--- src/design/pli_pkg.sv ---
// Package for the positional list: capacity, widths, status codes and
// the per-cell shift control types. No dependencies.
`default_nettype none

package pli_pkg;

  localparam int unsigned CAPACITY = 16;
  localparam int unsigned CNT_W    = $clog2(CAPACITY + 1);
  localparam int unsigned POS_W    = 5;
  localparam int unsigned OUT_CNT_W = 5;
  localparam int unsigned CMP_W    = (CNT_W > POS_W) ? CNT_W : POS_W;
  localparam int unsigned ID_W     = 16;
  localparam int unsigned LETTER_W = 8;

  localparam logic ACT_INSERT = 1'b0;
  localparam logic ACT_REMOVE = 1'b1;

  typedef enum logic [1:0] {
    ST_OK     = 2'd0,
    ST_EMPTY  = 2'd1,
    ST_BADPOS = 2'd2,
    ST_FULL   = 2'd3
  } status_e;

  typedef enum logic [1:0] {
    CELL_HOLD      = 2'd0,
    CELL_LOAD_NEW  = 2'd1,
    CELL_FROM_PREV = 2'd2,
    CELL_FROM_NEXT = 2'd3
  } cell_op_e;

  typedef struct packed {
    logic             ins_en;
    logic             rem_en;
    logic [CMP_W-1:0] pos;
  } shift_ctrl_t;

endpackage

`default_nettype wire

--- src/design/pli_cell.sv ---
// One slot of the list: holds an id and a name byte and loads from the
// new entry or from either neighbor. Depends on pli_pkg.
`default_nettype none

module pli_cell
  import pli_pkg::*;
(
  input  logic                clk_i,
  input  cell_op_e            op_i,
  input  logic [ID_W-1:0]     new_id_i,
  input  logic [LETTER_W-1:0] new_letter_i,
  input  logic [ID_W-1:0]     prev_id_i,
  input  logic [LETTER_W-1:0] prev_letter_i,
  input  logic [ID_W-1:0]     next_id_i,
  input  logic [LETTER_W-1:0] next_letter_i,
  output logic [ID_W-1:0]     id_o,
  output logic [LETTER_W-1:0] letter_o
);

  logic [ID_W-1:0]     id_q, id_d;
  logic [LETTER_W-1:0] letter_q, letter_d;

  always_comb begin
    case (op_i)
      CELL_LOAD_NEW: begin
        id_d     = new_id_i;
        letter_d = new_letter_i;
      end
      CELL_FROM_PREV: begin
        id_d     = prev_id_i;
        letter_d = prev_letter_i;
      end
      CELL_FROM_NEXT: begin
        id_d     = next_id_i;
        letter_d = next_letter_i;
      end
      default: begin
        id_d     = id_q;
        letter_d = letter_q;
      end
    endcase
  end

  always_ff @(posedge clk_i) begin
    id_q     <= id_d;
    letter_q <= letter_d;
  end

  assign id_o     = id_q;
  assign letter_o = letter_q;

endmodule

`default_nettype wire

--- src/design/pli_ctrl.sv ---
// Fill count register, status decision and shift control for the cell row.
// Depends on pli_pkg.
`default_nettype none

module pli_ctrl
  import pli_pkg::*;
(
  input  logic             clk_i,
  input  logic             rst_ni,
  input  logic             accept_i,
  input  logic             action_i,
  input  logic [POS_W-1:0] position_i,
  output status_e          status_o,
  output logic [CNT_W-1:0] count_next_o,
  output shift_ctrl_t      shift_o
);

  logic [CNT_W-1:0] count_q, count_d;
  logic [CMP_W-1:0] pos_ext, cnt_ext;
  status_e          status;

  assign pos_ext = CMP_W'(position_i);
  assign cnt_ext = CMP_W'(count_q);

  always_comb begin
    count_d = count_q;
    if (action_i == ACT_INSERT) begin
      if (pos_ext > cnt_ext) begin
        status = ST_BADPOS;
      end else if (cnt_ext == CMP_W'(CAPACITY)) begin
        status = ST_FULL;
      end else begin
        status  = ST_OK;
        count_d = count_q + CNT_W'(1);
      end
    end else begin
      if (count_q == '0) begin
        status = ST_EMPTY;
      end else if (pos_ext >= cnt_ext) begin
        status = ST_BADPOS;
      end else begin
        status  = ST_OK;
        count_d = count_q - CNT_W'(1);
      end
    end
  end

  always_ff @(posedge clk_i or negedge rst_ni) begin
    if (!rst_ni) begin
      count_q <= '0;
    end else if (accept_i) begin
      count_q <= count_d;
    end
  end

  assign status_o       = status;
  assign count_next_o   = count_d;
  assign shift_o.ins_en = accept_i && (status == ST_OK) && (action_i == ACT_INSERT);
  assign shift_o.rem_en = accept_i && (status == ST_OK) && (action_i == ACT_REMOVE);
  assign shift_o.pos    = pos_ext;

endmodule

`default_nettype wire

--- src/design/positional_list_insert_remove.sv ---
// Positional list top level: control unit, row of slot cells, output register.
// Depends on pli_pkg, pli_ctrl and pli_cell.
// The result appears in the cycle after the input transfer.
// One item per cycle unless the output stalls; every cell shifts together.
// Reset: the entry count and the output valid clear; slot contents do not.
`default_nettype none

module positional_list_insert_remove
  import pli_pkg::*;
(
  input  logic                 clk_i,
  input  logic                 rst_ni,
  input  logic                 in_valid_i,
  output logic                 in_ready_o,
  input  logic                 action_i,
  input  logic [POS_W-1:0]     position_i,
  input  logic [ID_W-1:0]      entry_id_i,
  input  logic [LETTER_W-1:0]  entry_letter_i,
  output logic                 out_valid_o,
  input  logic                 out_ready_i,
  output logic [1:0]           status_o,
  output logic [OUT_CNT_W-1:0] entry_count_o
);

  logic                 accept;
  status_e              status;
  logic [CNT_W-1:0]     count_next;
  logic [CMP_W-1:0]     count_ext;
  shift_ctrl_t          shift;
  logic                 out_valid_q;
  status_e              status_q;
  logic [OUT_CNT_W-1:0] entry_count_q;

  logic [ID_W-1:0]      cell_id     [CAPACITY];
  logic [LETTER_W-1:0]  cell_letter [CAPACITY];

  assign in_ready_o = !out_valid_q || out_ready_i;
  assign accept     = in_valid_i && in_ready_o;

  pli_ctrl u_ctrl (
    .clk_i        (clk_i),
    .rst_ni       (rst_ni),
    .accept_i     (accept),
    .action_i     (action_i),
    .position_i   (position_i),
    .status_o     (status),
    .count_next_o (count_next),
    .shift_o      (shift)
  );

  for (genvar k = 0; k < CAPACITY; k++) begin : g_cell
    logic [ID_W-1:0]     prev_id, next_id;
    logic [LETTER_W-1:0] prev_letter, next_letter;
    cell_op_e            cell_op;

    if (k == 0) begin : g_head
      assign prev_id     = '0;
      assign prev_letter = '0;
    end else begin : g_body
      assign prev_id     = cell_id[k-1];
      assign prev_letter = cell_letter[k-1];
    end

    if (k == CAPACITY - 1) begin : g_tail
      assign next_id     = '0;
      assign next_letter = '0;
    end else begin : g_inner
      assign next_id     = cell_id[k+1];
      assign next_letter = cell_letter[k+1];
    end

    always_comb begin
      cell_op = CELL_HOLD;
      if (shift.ins_en) begin
        if (CMP_W'(k) == shift.pos) begin
          cell_op = CELL_LOAD_NEW;
        end else if (CMP_W'(k) > shift.pos) begin
          cell_op = CELL_FROM_PREV;
        end
      end else if (shift.rem_en && (CMP_W'(k) >= shift.pos)) begin
        cell_op = CELL_FROM_NEXT;
      end
    end

    pli_cell u_cell (
      .clk_i         (clk_i),
      .op_i          (cell_op),
      .new_id_i      (entry_id_i),
      .new_letter_i  (entry_letter_i),
      .prev_id_i     (prev_id),
      .prev_letter_i (prev_letter),
      .next_id_i     (next_id),
      .next_letter_i (next_letter),
      .id_o          (cell_id[k]),
      .letter_o      (cell_letter[k])
    );
  end

  assign count_ext = CMP_W'(count_next);

  always_ff @(posedge clk_i or negedge rst_ni) begin
    if (!rst_ni) begin
      out_valid_q <= 1'b0;
    end else if (accept) begin
      out_valid_q <= 1'b1;
    end else if (out_ready_i) begin
      out_valid_q <= 1'b0;
    end
  end

  always_ff @(posedge clk_i) begin
    if (accept) begin
      status_q      <= status;
      entry_count_q <= count_ext[OUT_CNT_W-1:0];
    end
  end

  assign out_valid_o   = out_valid_q;
  assign status_o      = status_q;
  assign entry_count_o = entry_count_q;

endmodule

`default_nettype wire

--- config.mk ---
export PLATFORM = sky130hd
export DESIGN_NAME = positional_list_insert_remove
export DESIGN_NICKNAME = d
export VERILOG_FILES = /design/src/design/pli_pkg.sv /design/src/design/pli_cell.sv /design/src/design/pli_ctrl.sv /design/src/design/positional_list_insert_remove.sv
export SDC_FILE = /design/constraint.sdc
export NUM_CORES = 1
export LEC_CHECK = 0
export ABC_AREA = 1
export BUFFER_PORTS_ARGS = -buffer_cell sky130_fd_sc_hd__buf_2
export CORE_MARGIN = 2
export CORE_UTILIZATION = 25
export DETAILED_ROUTE_END_ITERATION = 8
export PLACE_DENSITY = 0.45
export SLEW_MARGIN = 10
export SYNTH_ARGS = -nofsm -noshare
export SYNTH_HDL_FRONTEND = slang
export SYNTH_SLANG_ARGS = --single-unit
--- constraint.sdc ---
create_clock -name clk_i -period 2.3 [get_ports clk_i]
set_clock_uncertainty 0.15 [all_clocks]
set_input_delay 0.115 -clock clk_i [delete_from_list [all_inputs] [get_ports clk_i]]
set_output_delay 0.115 -clock clk_i [all_outputs]
set_load 0.01 [all_outputs]
==> results by group, run 1 <==
Status
  • Outcome: finished, final reports clean

Worst setup path
  • Worst Path Buf+Inv: 1
  • Critical-path maximum fanout: 7
  • Crit. End Element: flop
  • CP required: 2150 ps
  • Worst EP arrival: 1940 ps
  • Crit-path cells: inv_1 -> ha_1 -> nand2_1 -> nor2_4 -> nand2_2 -> nand3_4 -> nand2_4 -> nand2_2 -> nand2_1 -> nand2_1 -> and2_1
  • CP startpoint kind: flop
  • Crit Path Class: flop to flop
  • CP peak stage delay: 410 ps
  • Delay-heaviest family, CP: simple AND/OR/NAND/NOR gates
  • CP most frequent cell: nand2_1
  • CP max stage cell: dfrtp_1

Finish
  • Layout cell share with drive strength beyond 1: 0.283
  • Finished Cell Area: 1240 um^2
  • Final Net Count: 201
  • Synth-to-Final Area Change: 20.9%
  • Ant diodes: 0
  • Finished Layout Cells: 209

Floorplan
  • Die area: 4650 um^2
  • Width of the die: 68.2 um
  • Top Ports: 43
  • Die Y: 68.2 um
  • Starting Density: 0.259
  • Placement row count: 23
  • Core area: 3970 um^2

Timing
  • RSZ-0062 raised after global routing: false
  • Slew HR: 0.710
  • TNS Setup: 0 ps
  • Setup Viol. Count Final: 0
  • Final-report max-slew violation count: 0
  • Fmax: 478 MHz
  • Tcrit/Tclk final: 0.910
  • Min Hold Slack: 5.61 ps
  • Pin slew with the least headroom to its limit: 435 ps
  • Final WS setup: 207 ps
  • Period minus WS final: 2090 ps
  • Fin. Hold Viols: 0

Route
  • DRT iter0 DRCs: 45
  • Vias post-DR: 918
  • First drt pass iteration count: 4
  • Avg WL per Cell: 10.9 um
  • Total wire length: 2.28 mm
  • DRC: 0
  • Post-route ant nets: 0
  • Via density: 4.39

Placed design
  • Dpl cells: 204
  • GP Congestion: 0.872
  • DP HPWL: 1.80 mm
  • Placed Area: 1190 um^2
  • Port bufs: 18
  • Worst slack, placed: 212 ps

Global route
  • Initial antenna violation count: 0
  • Global-route wire length before repair: 3.95 mm
  • Gr ovfl total: 0
  • GRT Overall Usage: 0.112
  • Pin count of the biggest net entering global routing: 13
  • Vias in the first global route: 884

Power and ir drop
  • VDD IR max: 0.266 mV
  • Cell Pwr Density: 1000 nW/um^2
  • Leakage: 0.654 nW

Min path
  • Worst min path class: primary input to flop

Yosys
  • Syn Nets: 175
  • FF+latch count, synth: 13
  • Post-synth cell types: 23
  • Syn Inst Count: 134
  • Register area share after synthesis: 0.350
  • Mapped Area: 1030 um^2
  • Synthesized area per cell: 7.68 um^2
  • Ys Warns: 0

Clocking
  • CTS clk-pin slew, worst paths: 60 ps
  • CTS max path bufs: 2
  • CTS Root Buffer Type: clkbuf_8
  • Cts bufs inserted: 3
  • Max H-tree Level: 1
  • CTS resizes: 0
  • CTS tree: done
  • Clk Latency, worst-skew pair: 240 ps
  • Sink Count: 13

Job
  • Max-cap violations: 0
==> synth_stat cells <==
cell      count  share of area
nand3_4       1          0.017
nand3_2       1         0.0097
clkinv_2      1         0.0049
buf_6         2          0.022
and2_1        1         0.0061
nand2_1      45           0.16
nor2_1        1         0.0036
nor3_1        1         0.0049
xor2_1        4          0.034
nor2_4        2          0.022
inv_2         2         0.0073
a21oi_1       4          0.019
nand4_1       3          0.018
nand2_4       2          0.022
nand3_1      17          0.083
dfrtp_1       6           0.15
edfxtp_1      7           0.20
inv_1        15          0.055
inv_4         1         0.0061
a31oi_1       1         0.0061
nand2_2       9          0.055
nor2_2        1         0.0061
ha_1          7          0.085
==> worst paths after layout <==
check                                         startpoint                       endpoint  slack [ps]  cells past startpoint
setup / recovery           u_ctrl.cnt_ext[1]$_DFFE_PN0P_     entry_count_o[0]$_DFFE_PP_         210                     11
hold / removal                               out_ready_i        out_valid_o$_DFFE_PN0P_           6                      4
setup reg to reg           u_ctrl.cnt_ext[1]$_DFFE_PN0P_     entry_count_o[0]$_DFFE_PP_         210                     11
hold reg to reg                  out_valid_o$_DFFE_PN0P_        out_valid_o$_DFFE_PN0P_         370                      2
max in group asynchronous                         rst_ni  u_ctrl.cnt_ext[2]$_DFFE_PN0P_        1770                      2
min in group asynchronous                         rst_ni  u_ctrl.cnt_ext[3]$_DFFE_PN0P_          80                      2
==> area by class of cell <==
cell class,instances,area (um^2)
fillers,440,2730
multi-input cells,100,572
flip-flops and latches,13,360
repair buffers,23,130
inverters,19,75.1
well taps,50,62.6
clock buffers,4,45.0
==> worst register-to-register path: stages, from the launching register on <==
cell and delay [ps]:
dfrtp_1 410, inv_1 180, ha_1 270, nand2_1 120, nor2_4 60, nand2_2 100
nand3_4 100, nand2_4 110, nand2_2 80, nand2_1 70, nand2_1 60, and2_1 150
==> placed cells by master (no fill, tap or decap), types with 3 or more instances in the layout <==
cell,Yosys,final
a21oi_1,4,4
buf_2,0,18
buf_4,0,4
clkbuf_8,0,3
dfrtp_1,6,6
edfxtp_1,7,7
ha_1,7,7
inv_1,15,15
nand2_1,45,45
nand2_2,9,9
nand3_1,17,17
nand4_1,3,3
xor2_1,4,4
==> power breakdown <==
group	switching, mW	internal (mW)
Sequential	0.0436	0.321
Combinational	0.421	0.256
Clock	0.0818	0.122
Total	0.546	0.699
==> layer usage <==
layer	share of wire	wire length (um)	track usage	vias up
met3	0.032	74	0.0296	0
li1	-	-	-	480
met1	0.46	1050	0.144	426
met5	0	0	0	-
met2	0.51	1160	0.193	12
met4	0	0	0.0150	0
==> through the flow <==
stage / utilization / total power, mW
global placement: 0.300 / 1.04
detailed placement: 0.300 / 1.05
global route: 0.313 / 1.38
floorplan: - / 0.899
finish: 0.313 / 1.25
CTS: 0.313 / 1.26
==> registers in the layout, indices dropped and copies added, names as in the netlist <==
signal and count:
u_ctrl.cnt_ext 5, status_o 2, entry_count_o 5, out_valid_o 1
==> kinds of logic after synthesis <==
kind of cell,after synthesis,share of synthesized area
AND/OR/NAND/NOR,84,0.411
XOR/XNOR,4,0.0340
buffers and inverters,21,0.0948
adder cells (fa/ha/maj),7,0.0851
AO/OA/AOI/OAI,5,0.0255
flip-flops,13,0.350
==> what timing repair did <==
action / 4_1_cts / 5_1_grt
hold endpoints to repair: 6 / 0
hold buffers: 1 / 0
buffers inserted: 0 / 0
No activity file was read; power rests on OpenSTA's default activity.
==> inputs of run 2 (changes only) <==
--- a/config.mk
+++ b/config.mk
@@ -8,9 +8,11 @@
 export ABC_AREA = 1
 export BUFFER_PORTS_ARGS = -buffer_cell sky130_fd_sc_hd__buf_2
 export CORE_MARGIN = 2
-export CORE_UTILIZATION = 25
+export CORE_UTILIZATION = 47
 export DETAILED_ROUTE_END_ITERATION = 8
-export PLACE_DENSITY = 0.45
+export PLACE_DENSITY = 0.77
+export RECOVER_POWER = 25
+export SKIP_CTS_REPAIR_TIMING = 1
 export SLEW_MARGIN = 10
 export SYNTH_ARGS = -nofsm -noshare
 export SYNTH_HDL_FRONTEND = slang
==> run 2 against run 1 <==
  * First-iteration DRC count fell by 49%
  * Critical path type unchanged
  * Cell area fell by 3.3%
  * Register-to-register slack barely moved
  * Highest routed layer unchanged
==> results by group, run 2 (synthesis gave the netlist of run 1 again) <==
Route
  • First drt pass iteration count: 4 (unchanged)
  • Vias post-DR: 942 (+2.6%)
  • Avg WL per Cell: 11.5 um (+5.1%)
  • Via density: 5.04 (+15%)
  • DRT iter0 DRCs: 23 (-49%)
  • Post-route ant nets: 0 (unchanged)
  • DRC: 0 (unchanged)
  • Total wire length: 2.14 mm (-5.9%)

Timing
  • Pin slew with the least headroom to its limit: 436 ps (+1.07 ps)
  • Setup Viol. Count Final: 0 (unchanged)
  • Fmax: 480 MHz (+0.51%)
  • RSZ-0062 raised after global routing: false
  • Fin. Hold Viols: 0 (unchanged)
  • Tcrit/Tclk final: 0.905 (-0.00463)
  • Slew HR: 0.709 (-0.000717)
  • Final-report max-slew violation count: 0 (unchanged)
  • TNS Setup: 0 ps (unchanged)
  • Period minus WS final: 2080 ps (-10.6 ps)

Min path
  • Worst min path class: primary input to flop
  • Worst Hold End: out_valid_o$_DFFE_PN0P_
  • Worst hold stages: 3 (-1)
  • Hold path startpoint: in_valid_i

Worst setup path
  • Crit-path cells: inv_1 -> ha_1 -> nand2_1 -> nor2_4 -> nand2_2 -> nand3_4 -> nand2_4 -> nand2_2 -> nand3_1 -> and2_1
  • CP max stage cell: dfrtp_1
  • CP most frequent cell: nand2_2
  • Delay-heaviest family, CP: simple AND/OR/NAND/NOR gates
  • CP peak stage delay: 400 ps (about the same)
  • Worst EP arrival: 1960 ps (+20 ps)
  • Critical-path maximum fanout: 7 (unchanged)
  • Worst R2R Setup Slack: 220 ps (about the same)
  • Reg2reg path depth: 10 (-1)
  • Worst R2R End: entry_count_o[0]$_DFFE_PP_
  • Worst Path Buf+Inv: 1 (unchanged)
  • Crit Path Class: flop to flop
  • CP startpoint kind: flop
  • Crit. End Element: flop
  • CP required: 2180 ps (+30 ps)
  • Worst reg2reg path startpoint: u_ctrl.cnt_ext[1]$_DFFE_PN0P_

Floorplan
  • Starting Density: 0.509 (+0.250)
  • Die area: 2580 um^2 (-44%)
  • Core area: 2020 um^2 (-49%)
  • Width of the die: 50.8 um (-25%)
  • Placement row count: 16 (-30%)
  • Top Ports: 43 (unchanged)
  • Die Y: 50.8 um (-25%)

Finish
  • Leading cell type in the layout, fill and taps excluded: nand2_1
  • Multi-input logic area: 572 um^2 (unchanged)
  • Fillers: 189 (-57%)
  • Finished Cell Area: 1200 um^2 (-3.3%)
  • Final Net Count: 202 (+0.50%)
  • Reg area: 360 um^2 (unchanged)
  • Synth-to-Final Area Change: 16.9%
  • Most frequent cells in the layout: nand2_1, nand3_1, inv_1, buf_2, nand2_2
  • Ant diodes: 0 (unchanged)
  • Layout cell share with drive strength beyond 1: 0.263 (-0.0205)

Placed design
  • Port bufs: 18 (unchanged)
  • GP Congestion: 0.847 (-2.9%)
  • DP HPWL: 1.68 mm (-7.0%)
  • Placed Area: 1160 um^2 (-2.4%)

Global route
  • Pin count of the biggest net entering global routing: 13 (unchanged)
  • Gr ovfl total: 0 (unchanged)
  • Initial antenna violation count: 0 (unchanged)
  • Top Usage Layer GRT: met2
  • Vias in the first global route: 853 (-3.5%)
  • Global-route wire length before repair: 3.59 mm (-8.9%)
  • M3 GR Usage: 0.0565 (+0.0269)
  • Grt met2 use: 0.342 (+0.149)
  • GR Util met1: 0.212 (+0.0676)
  • GRT Overall Usage: 0.184 (+0.0714)

Status
  • Outcome: finished, final reports clean

Power and ir drop
  • VDD IR max: 0.590 mV (+120%)
  • Leakage: 0.641 nW (-1.9%)
  • Cell Pwr Density: 980 nW/um^2 (-2.0%)

Clocking
  • Max H-tree Level: 1 (unchanged)
  • CTS clk-pin slew, worst paths: 70 ps (about the same)
  • Sink Count: 13 (unchanged)
  • Cts bufs inserted: 3 (unchanged)
  • CTS tree: done
  • CTS max path bufs: 2 (unchanged)
  • CTS Root Buffer Type: clkbuf_4
  • Clk Latency, worst-skew pair: 270 ps (+30 ps)

Job
  • Max-cap violations: 0 (unchanged)
-- run 2: per-stage QoR --
step | setup WS, ps | total power, mW | hold WS (ps) | cells | utilization
6_report | 218 | 1.18 | 34.7 | 187 | 0.595
4_1_cts | 226 | 1.18 | -508 | 185 | 0.587
5_1_grt | 90.4 | 1.29 | 67.8 | 187 | 0.595
3_3_place_gp | 283 | 1.01 | -205 | 181 | 0.574
2_1_floorplan | 290 | 0.899 | -331 | 134 | -
3_5_place_dp | 240 | 1.03 | -204 | 181 | 0.574
-- run 2: report_power, final --
part           internal [mW]  leakage [nW]  switching (mW)
sequential             0.321         0.145          0.0436
combinational          0.255         0.481           0.422
clock                 0.0672        0.0150          0.0714
total                  0.643         0.641           0.537
-- run 2: how the worst max path moves through the flow --
stage,from,slack [ps],endpoint,cells past startpoint
6_report,u_ctrl.cnt_ext[1]$_DFFE_PN0P_,220,entry_count_o[0]$_DFFE_PP_,10
4_1_cts,u_ctrl.cnt_ext[1]$_DFFE_PN0P_,230,entry_count_o[0]$_DFFE_PP_,11
3_3_place_gp,u_ctrl.cnt_ext[1]$_DFFE_PN0P_,280,entry_count_o[0]$_DFFE_PP_,11
2_1_floorplan,u_ctrl.cnt_ext[3]$_DFFE_PN0P_,290,entry_count_o[0]$_DFFE_PP_,12
3_5_place_dp,u_ctrl.cnt_ext[1]$_DFFE_PN0P_,240,entry_count_o[0]$_DFFE_PP_,11
5_1_grt,u_ctrl.cnt_ext[1]$_DFFE_PN0P_,90,entry_count_o[0]$_DFFE_PP_,11
-- run 2: final cells by class --
type / instances / area share
clock buffer: 4 / 0.0218
inverter: 19 / 0.0624
multi-input combinational: 100 / 0.475
sequential: 13 / 0.299
tap: 27 / 0.0281
timing repair buffer: 24 / 0.113
-- run 2: worst reg2reg max path, cell delays in order (launching register included) --
cell and delay [ps]:
dfrtp_1 400, inv_1 130, ha_1 300, nand2_1 100
nor2_4 140, nand2_2 100, nand3_4 100, nand2_4 90
nand2_2 90, nand3_1 80, and2_1 160
-- run 2: metal layers --
layer,routed length (um),part of all wire,vias to the layer above
met1,920,0.43,436
li1,-,-,482
met5,0,0,-
met4,0,0,0
met2,1120,0.52,24
met3,105,0.049,0
